`config.mk`:
```
export PLATFORM = sky130hd
export DESIGN_NAME = bda_queue
export DESIGN_NICKNAME = d
export VERILOG_FILES = /design/src/hdl/bda_pkg.sv /design/src/hdl/bda_queue.sv
export SDC_FILE = /design/constraint.sdc
export NUM_CORES = 1
export LEC_CHECK = 0
export BUFFER_PORTS_ARGS = -buffer_cell sky130_fd_sc_hd__buf_2
export CAP_MARGIN = 20
export CORE_ASPECT_RATIO = 0.7
export CORE_MARGIN = 1
export CORE_UTILIZATION = 54
export DETAILED_ROUTE_END_ITERATION = 10
export GPL_ROUTABILITY_DRIVEN = 1
export PLACE_DENSITY = 0.74
export SLEW_MARGIN = 30
export SYNTH_ARGS = -nofsm -noshare
export SYNTH_HDL_FRONTEND = slang
export SYNTH_SLANG_ARGS = --single-unit
```
`constraint.sdc`:
```
create_clock -name clk_i -period 2.9 [get_ports clk_i]
set_input_delay 0.29 -clock clk_i [delete_from_list [all_inputs] [get_ports clk_i]]
set_output_delay 0.29 -clock clk_i [all_outputs]
set_load 0.005 [all_outputs]
```
`src/hdl/bda_pkg.sv`:
```
`timescale 1ns / 1ps
// bda_pkg: shared types and constants for the box downsample averager.
// No dependencies.
package bda_pkg;
  localparam int unsigned CfgIdxW = 2;
  localparam int unsigned CfgDataW = 13;
  localparam int unsigned PixW = 24;
  localparam int unsigned SumW = 32;
  localparam int unsigned CntW = 10;
  localparam int unsigned QuoW = 24;

  typedef enum logic [CfgIdxW-1:0] {
    CFG_WIDTH  = 2'd0,
    CFG_HEIGHT = 2'd1,
    CFG_SHRINK = 2'd2,
    CFG_NONE   = 2'd3
  } cfg_idx_e;

  typedef struct packed {
    logic [SumW-1:0] sum;
    logic [CntW-1:0] count;
    logic            frame_end;
  } bda_job_t;
endpackage

```
`src/hdl/bda_queue.sv`:
```
`timescale 1ns / 1ps
// bda_queue: short job queue between accumulation and division.
// Depends on bda_pkg.
module bda_queue (
  input  logic              clk_i,
  input  logic              rst_ni,
  input  logic              push_i,
  input  bda_pkg::bda_job_t data_i,
  output logic              full_o,
  input  logic              pop_i,
  output bda_pkg::bda_job_t data_o,
  output logic              empty_o
);
  import bda_pkg::*;
  bda_job_t mem_q [4];
  logic [1:0] wp_q, rp_q;
  logic [2:0] cnt_q;
  logic do_push, do_pop;

  assign full_o  = cnt_q == 3'd4;
  assign empty_o = cnt_q == 3'd0;
  assign data_o  = mem_q[rp_q];
  assign do_push = push_i && !full_o;
  assign do_pop  = pop_i && !empty_o;

  always_ff @(posedge clk_i) begin
    if (do_push) mem_q[wp_q] <= data_i;
  end

  always_ff @(posedge clk_i or negedge rst_ni) begin
    if (!rst_ni) begin
      wp_q <= '0; rp_q <= '0; cnt_q <= '0;
    end else begin
      if (do_push) wp_q <= wp_q + 2'd1;
      if (do_pop) rp_q <= rp_q + 2'd1;
      cnt_q <= cnt_q + 3'(do_push) - 3'(do_pop);
    end
  end
endmodule

```
==> flow_summary.yaml <==
global_routing:
  grt_overflow: 0
  antenna_found_initial: 2
  grt_usage_pct: 20.2
  grt_pass1_vias: 3215
  grt_max_degree: 44
  grt_pass1_wl_mm: 18.0
synth:
  synth_edf_count: 172
  synthFlopType: "edfxtp_1"
  synth-seq-area-share_pct: 79.3
  yosys_warnings: 0
  synth.distinct_cells: 20
  post_synth.cell_area_avg_um2: 25.3
  synth-seq-cells: 179
  netlist.area_leader.share_pct: 76.7
  synthTopCellsByArea: "edfxtp_1, mux4_2, dfrtp_1"
  netlist_area_um2: 6730
  syn_nets: 320
  synthArstFlopShare_pct: 3.91
  synthCells: 266
  synth_top_area_cell: "edfxtp_1"
pwr:
  power.share.clock_pct: 28.6
  switching_share_pct: 27.5
  powerDensity_nw_per_um2: 1020
  p_sw_mw: 2.24
  cellLeakagePower_nw: 2.80
  pwr-share-comb_pct: 25.0
  max-vdd-ir-drop_v: 0.000494
  seq_power_share_pct: 46.4
  p_int_mw: 5.90
finish:
  diodes: 0
  nets: 430
  drive_above_1_share_pct: 45.2
  area_delta_synth_final_pct: 18.7
  final_core_util_pct: 66.9
route:
  drtAntennaViolNets: 0
  num_vias: 3072
  firstDrtPassIters: 4
  drcViolationCount: 0
  viasPerCell: 5.63
  wirelength_mm: 11.9
  drt_iter0_markers: 252
  avgRoutedWirePerCell_um: 21.8
clock_tree:
  insertion_delay_ps: 410
  cts_made_buffers: 17
  clockRootBuffer: "clkbuf_16"
  cts_max_path_buffers: 2
  h-tree-depth: 4
  post_cts_buffers: 0
  cts_sinks: 179
  clkTransAtPathRegs_ps: 70
  cts_tree: "yes"
timing:
  tightest_slew_ps: 683
  maxSlewViolCount: 0
  slew_headroom_pct: 54.5
  hold_viol_final: 0
  timing.final.ws_setup_ps: 427
  rsz0062_at_grt: "false"
  skew_ps: 6.24
  finalSetupViolCount: 0
  setup_tns_ps: 0
  fin_crit_ps: 2470
  fmax_mhz: 404
  fin_crit_sh_pct: 85.3
worst_setup_path:
  reg2reg_depth: 8
  arrival_ps: 2180
  critPathLaunchType: "flop"
  worstPathCellList: "buf_4 -> mux4_2 -> buf_2"
  critPathSlowestCell: "dfrtp_4"
  critPathMaxStageDelay_ps: 780
  cp_top_family: "flip-flops"
  worstSetupPathType: "flop to primary output"
  cp_max_fo: 29
  worstSetupEndpointType: "primary output"
  cp_num_cells: 3
  cp_num_buf_inv: 2
  cp_data_required_time_ps: 2610
min_path:
  hp-class: "input port to flop"
  whs_path_depth: 1
floorplanning:
  die_area_um2: 12900
  die_x_um: 135
  boundaryPins: 92
  start_util_pct: 56.4
  die_height_um: 95.4
  core_region_area_um2: 11900
  rows: 33
place:
  dpl.hpwl_mm: 7.19
  preCtsSetupSlack_ps: 707
  place.port_buffers: 91
  gp_congestion: 0.735
flow_run:
  drv_cap: 0
outcome:
  outcome: "complete, no violations"
[cell families after synthesis]
logic type / Yosys count / share of synthesized area, %
xor+xnor: 4 / 0.520
fa+ha+maj: 7 / 1.41
mux: 43 / 14.7
buf+inv: 16 / 2.06
flops: 179 / 79.3
simple gates: 13 / 1.54
compound gates: 4 / 0.465
[layout make-up]
type	instances	area [µm²]
clock inverter	14	179
clock buffer	18	429
timing repair buffer	101	558
inverter	6	22.5
sequential	179	5350
tap	157	196
fill	778	3950
multi-input combinational	71	1260
[worst paths after layout]
kind / slack (ps) / start / end
worst max register to register: 720 / cnt_q[1] / cnt_q[2]
max in group asynchronous: 2470 / rst_ni / rp_q[0]
worst min-delay path: 80 / data_i[26] / mem_q[2][26]
worst max-delay path: 430 / rp_q[0] / data_o[9]
worst min register to register: 610 / wp_q[1] / wp_q[1]
min in group asynchronous: 250 / rst_ni / wp_q[0]
[cell usage after synthesis (2+ instances only)]
library cell,number
and3b_1,4
buf_12,4
buf_2,5
dfrtp_1,7
edfxtp_1,172
ha_1,6
inv_1,6
mux4_1,5
mux4_2,38
nand2b_1,4
nand4bb_1,2
o211ai_1,2
xnor2_1,4
[what timing repair did]
| action | in CTS | in global routing |
|---|---|---|
| hold buffers | 1 | 0 |
| gates resized for setup | 0 | 0 |
| endpoints found under the hold margin | 7 | 0 |
[metal layers]
layer | global-route usage (%) | part of all wire (%) | vias up
li1 | - | - | 1356
met1 | 25.5 | 42 | 1600
met2 | 33.5 | 49 | 99
met3 | 7.39 | 7.8 | 13
met4 | 5.43 | 0.55 | 4
met5 | 0 | 0.18 | -
[per-stage QoR]
step / instance area, µm² / hold slack (ps) / cells / power [mW]
after floorplan: 6730 / -5.59 / 266 / 5.10
after global placement: 7370 / 133 / 513 / 5.82
after detailed placement: 7370 / 138 / 513 / 5.91
after CTS: 7990 / 70.8 / 546 / 8.23
after global routing: 7990 / 67.7 / 546 / 8.54
final: 7990 / 84.6 / 546 / 8.13
[sequential cells by signal (all words and copies together) (netlist names)]
register,cells
wp_q,2
mem_q,172
cnt_q,3
rp_q,2
[power by group through the flow]
stage               clock (mW)  combinational, mW  sequential [mW]
global route              2.47               2.23             3.84
CTS                       2.36               2.08             3.79
global placement             0               2.03             3.80
detailed placement           0               2.07             3.84
floorplan                    0               1.52             3.58
finish                    2.33               2.04             3.77
[cell usage in the layout (no fill, tap or decap)]
| master | instances |
|---|---|
| nand2_1 | 1 |
| o211ai_1 | 2 |
| nand4bb_1 | 2 |
| nor3_1 | 1 |
| clkinv_2 | 2 |
| buf_2 | 91 |
| dfrtp_2 | 1 |
| and3b_2 | 4 |
| nor3b_2 | 1 |
| inv_1 | 6 |
| clkinvlp_4 | 2 |
| clkbuf_16 | 17 |
| bufinv_16 | 3 |
| clkinv_4 | 3 |
| mux4_2 | 38 |
| buf_4 | 7 |
| o31ai_1 | 1 |
| nand2b_1 | 4 |
| clkbuf_1 | 1 |
| mux4_1 | 5 |
| fa_1 | 1 |
| xnor2_1 | 4 |
| buf_12 | 2 |
| edfxtp_1 | 172 |
| dlygate4sd3_1 | 1 |
| inv_8 | 1 |
| ha_1 | 6 |
| dfrtp_1 | 5 |
| inv_6 | 3 |
| dfrtp_4 | 1 |
| o311ai_0 | 1 |
Note: power is estimated with default switching activity, not from simulation.
