[config.mk]
export PLATFORM = sky130hd
export DESIGN_NAME = bda_divider
export DESIGN_NICKNAME = d
export VERILOG_FILES = /design/src/hdl/bda_pkg.sv /design/src/hdl/bda_divider.sv
export SDC_FILE = /design/constraint.sdc
export NUM_CORES = 1
export LEC_CHECK = 0
export BUFFER_PORTS_ARGS = -buffer_cell sky130_fd_sc_hd__buf_4
export CAP_MARGIN = 10
export CORE_ASPECT_RATIO = 1.1
export CORE_MARGIN = 2
export CORE_UTILIZATION = 40
export DETAILED_ROUTE_END_ITERATION = 16
export PLACE_DENSITY = 0.67
export SLEW_MARGIN = 10
export SYNTH_ARGS = -nofsm -noshare
export SYNTH_HDL_FRONTEND = slang
export SYNTH_SLANG_ARGS = --single-unit
[constraint.sdc]
create_clock -name clk_i -period 2.5 [get_ports clk_i]
set_input_delay 0.125 -clock clk_i [delete_from_list [all_inputs] [get_ports clk_i]]
set_output_delay 0.125 -clock clk_i [all_outputs]
set_load 0.1 [all_outputs]
[src/hdl/bda_pkg.sv]
`timescale 1ns / 1ps
// bda_pkg: shared types and constants for the box downsample averager.
// No dependencies.
package bda_pkg;
  localparam int unsigned CfgIdxW = 2;
  localparam int unsigned CfgDataW = 13;
  localparam int unsigned PixW = 24;
  localparam int unsigned SumW = 32;
  localparam int unsigned CntW = 10;
  localparam int unsigned QuoW = 24;

  typedef enum logic [CfgIdxW-1:0] {
    CFG_WIDTH  = 2'd0,
    CFG_HEIGHT = 2'd1,
    CFG_SHRINK = 2'd2,
    CFG_NONE   = 2'd3
  } cfg_idx_e;

  typedef struct packed {
    logic [SumW-1:0] sum;
    logic [CntW-1:0] count;
    logic            frame_end;
  } bda_job_t;
endpackage

[src/hdl/bda_divider.sv]
`timescale 1ns / 1ps
// bda_divider: restoring divider, one quotient bit per cycle, result register.
// Depends on bda_pkg.
module bda_divider (
  input  logic                     clk_i,
  input  logic                     rst_ni,
  input  logic                     empty_i,
  input  bda_pkg::bda_job_t        job_i,
  output logic                     pop_o,
  output logic [bda_pkg::PixW-1:0] average_value_o,
  output logic                     frame_end_o,
  output logic                     empty_o,
  input  logic                     pop_i
);
  import bda_pkg::*;
  typedef enum logic [2:0] {
    ST_IDLE = 3'b001, ST_RUN = 3'b010, ST_DONE = 3'b100
  } div_state_e;

  div_state_e      state_q;
  logic [SumW-1:0] num_q;
  logic [SumW:0]   rem_q;
  logic [CntW-1:0] den_q;
  logic [5:0]      step_q;
  logic            fe_q;
  logic [SumW:0]   trial;
  logic            ge;

  assign trial = {rem_q[SumW-1:0], num_q[SumW-1]};
  assign ge    = trial >= (SumW+1)'(den_q);
  assign pop_o = (state_q == ST_IDLE) && !empty_i;
  assign empty_o = state_q != ST_DONE;
  assign frame_end_o = fe_q;
  assign average_value_o = num_q[PixW-1:0];

  always_ff @(posedge clk_i or negedge rst_ni) begin
    if (!rst_ni) begin
      state_q <= ST_IDLE; step_q <= '0;
      num_q <= '0; rem_q <= '0; den_q <= '0; fe_q <= 1'b0;
    end else begin
      case (state_q)
        ST_IDLE: begin
          if (!empty_i) begin
            num_q <= job_i.sum; den_q <= job_i.count; fe_q <= job_i.frame_end;
            rem_q <= '0; step_q <= '0; state_q <= ST_RUN;
          end
        end
        ST_RUN: begin
          rem_q <= ge ? trial - (SumW+1)'(den_q) : trial;
          num_q <= {num_q[SumW-2:0], ge};
          step_q <= step_q + 6'd1;
          if (step_q == 6'(SumW - 1)) state_q <= ST_DONE;
        end
        ST_DONE: begin
          if (pop_i) state_q <= ST_IDLE;
        end
        default: state_q <= ST_IDLE;
      endcase
    end
  end
endmodule

==> flow_summary.yaml <==
sta:
  clock-skew-final_ns: 0.008620
  rsz0062_at_grt: "yes"
  fmax_mhz: 374.6
  max_slew.worst_pin.slew_ns: 0.5279
  maxSlewViolCount: 0
  finalWorstSetupSlack_ns: -0.1698
  slew-limit-headroom_pct: 64.48
  finalHoldViolations: 0
  finalCriticalPeriod_ns: 2.670
  setup_viol: 31
  period_share_pct: 106.8
status:
  status: "finished, violations left"
  violations: "negative setup slack"
die:
  rows: 41
  dieArea_sq_um: 12680
  die_w_microns: 107.6
  core_sq_um: 11490
  io_pins: 74
  dieHeight_microns: 117.9
  initial_core_util_pct: 41.06
worst_hold_path:
  min_path_type: "input port to flop"
  min_path_cells: 3
critical_path:
  reg2reg_slack_ns: -0.17
  start_kind: "flop"
  critPathArrivalTime_ns: 2.89
  critPathCaptureType: "flop"
  crit_required_ns: 2.72
  reg2regPathDepth: 10
  path_class: "flop to flop"
  cp_max_fo: 4
finish:
  num-nets-final: 728
  fin_area_sq_um: 6649
  fin_cells: 824
  antenna_cells: 0
  drive_gt1_share_pct: 35.46
  utilization_pct: 57.86
  area_delta_synth_final_pct: 40.92
yosys:
  synth_area_leaders: "dfrtp_1 (44%), nor2_1 (6.1%), nand3_1 (4.2%)"
  synthCells: 538
  synth-seq-cells: 84
  yosys.cell_types.count: 53
  synth_top_area_share_pct: 44.02
  ys_seq_area_share_pct: 44.58
  synth_top_cell_by_area: "dfrtp_1"
  syn_area_per_cell_sq_um: 8.770
  synthFlopType: "dfrtp_1"
  synth_edf_count: 0
  synth_area_sq_um: 4718
  ys_warn_count: 0
  syn-num-nets: 597
  synth-async-reset-ratio_pct: 100.0
placed_design:
  dpl.cell_count: 783
  place_area_sq_um: 5788
  hpwl_microns: 8592
  portBuffers: 73
  gp_congestion: 0.8615
  dpl_worst_slack_ns: -0.1856
global_routing:
  use_met1_pct: 27.58
  use_met3_pct: 4.097
  groute.usage.overall_pct: 21.33
  antenna_found_initial: 0
  grt_use_met2_pct: 36.01
  grt_start_max_net_pins: 64
  grt_pass1_vias: 4594
  grt_pass1_wl_microns: 22070
  grt.busiest_layer: "met2"
  gr-total-overflow: 0
flow_run:
  cap_viol_max_count: 0
clock_network:
  ctsHtreeMaxLevel: 3
  cts_buffers: 9
  cts_buffer_depth: 2
  cts_root_buffer: "clkbuf_16"
  clkTransAtPathRegs_ns: 0.06
  cts_tree: "yes"
  clkLatencyLatePin_ns: 0.34
  cts_sinks: 84
routing:
  drt_iter0_markers: 251
  drc: 0
  avgViaCountPerCell: 5.529
  ant_nets: 0
  vias: 4556
  firstDrtPassIters: 5
  wire_per_inst_microns: 16.23
  wl_microns: 13380
-- worst max-delay path, stage by stage, from the launching register on --
cell       delay, ns
dfrtp_1         0.38
inv_1           0.11
ha_1            0.26
nor2b_1         0.16
o31a_1          0.26
o311a_1         0.34
o21a_1          0.25
a2111oi_1       0.43
buf_4           0.19
xnor2_1         0.11
o21ai_1         0.08
-- timing repair --
item	CTS	global route
hold endpoints to repair	31	0
hold buffers	11	0
endpoints found under the setup margin	31	34
cloned	1	1
pin swaps	26	11
gates resized for setup	39	33
setup buffers	13	3
-- synth_stat cells, drive strengths merged (4+ instances only) --
library cell / count
nand3: 40
inv: 16
nand2: 35
clkbuf: 27
a31oi: 7
buf: 30
or3: 9
o21ai: 46
o211ai: 5
ha: 11
nor2: 77
a211oi: 5
dfrtp: 83
or4: 5
a21oi: 19
o21a: 7
a2111oi: 5
nor3: 9
o31a: 4
nor4: 10
or2: 5
o22ai: 31
xnor2: 11
-- final cells by class --
class	instances	area, sq um
multi-input combinational	382	2554
tap	150	187.7
timing repair buffer	176	1414
sequential	84	2103
clock buffer	10	239.0
inverter	16	63.81
fill	996	4842
clock inverter	6	87.58
-- layout by cell type (no fill, tap or decap), types with 4 or more instances in the layout --
master / count
a21oi_1: 13
nor4_4: 5
dfrtp_1: 83
ha_1: 7
nand3_1: 38
or4_1: 4
buf_4: 157
ha_4: 4
a31oi_1: 7
dlygate4sd3_1: 11
xnor2_1: 9
nor2_1: 77
o21a_1: 6
nor3_1: 7
inv_1: 14
o31a_1: 4
or3_4: 5
o21ai_0: 25
a21oi_2: 6
o21ai_1: 18
clkbuf_16: 10
o211ai_1: 5
buf_6: 4
or2_2: 4
nand2_1: 34
o22ai_1: 31
-- registers in the layout, summed over array words and instances (netlist names) --
name and count:
num_q 32, rem_q 32, den_q 10, step_q 6, state_q 3, frame_end_o 1
-- cells by family (layout without fill, tap and decap cells) --
family / after synthesis / in the layout / synth area share [%]
compound gates: 144 / 144 / 19.57
buf+inv: 73 / 208 / 7.823
xor+xnor: 14 / 14 / 2.599
mux: 3 / 3 / 0.6365
simple gates: 208 / 209 / 21.45
flops: 84 / 84 / 44.58
fa+ha+maj: 12 / 12 / 3.341
-- routing by layer --
| layer | up-vias | part of all wire (%) |
|---|---|---|
| met5 | - | 0 |
| met2 | 139 | 51 |
| met1 | 2234 | 42 |
| met3 | 13 | 5.8 |
| met4 | 0 | 1.0 |
| li1 | 2170 | - |
-- path summary, 6_finish.rpt --
| kind | from | end |
|---|---|---|
| setup / recovery | den_q[1]$_DFFE_PN0P_ | rem_q[11]$_DFFE_PN0P_ |
| hold / removal | job_i[11] | num_q[0]$_DFFE_PN0P_ |
| setup reg to reg | den_q[1]$_DFFE_PN0P_ | rem_q[11]$_DFFE_PN0P_ |
| hold reg to reg | frame_end_o$_DFFE_PN0P_ | frame_end_o$_DFFE_PN0P_ |
| max in group asynchronous | rst_ni | state_q[0]$_DFFE_PN1P_ |
| min in group asynchronous | rst_ni | rem_q[13]$_DFFE_PN0P_ |
-- per-stage QoR --
step	setup TNS, ns	hold slack (ns)
2_1_floorplan	-0.6702	-0.1706
3_3_place_gp	-1.460	0.04637
3_5_place_dp	-2.262	0.04662
4_1_cts	-1.299	0.01494
5_1_grt	-5.960	0.02693
6_report	-2.876	0.02331
Power is left out: the tool's default activity adds up to more than one toggle a clock period on the data nets, which glitch-free logic cannot reach.
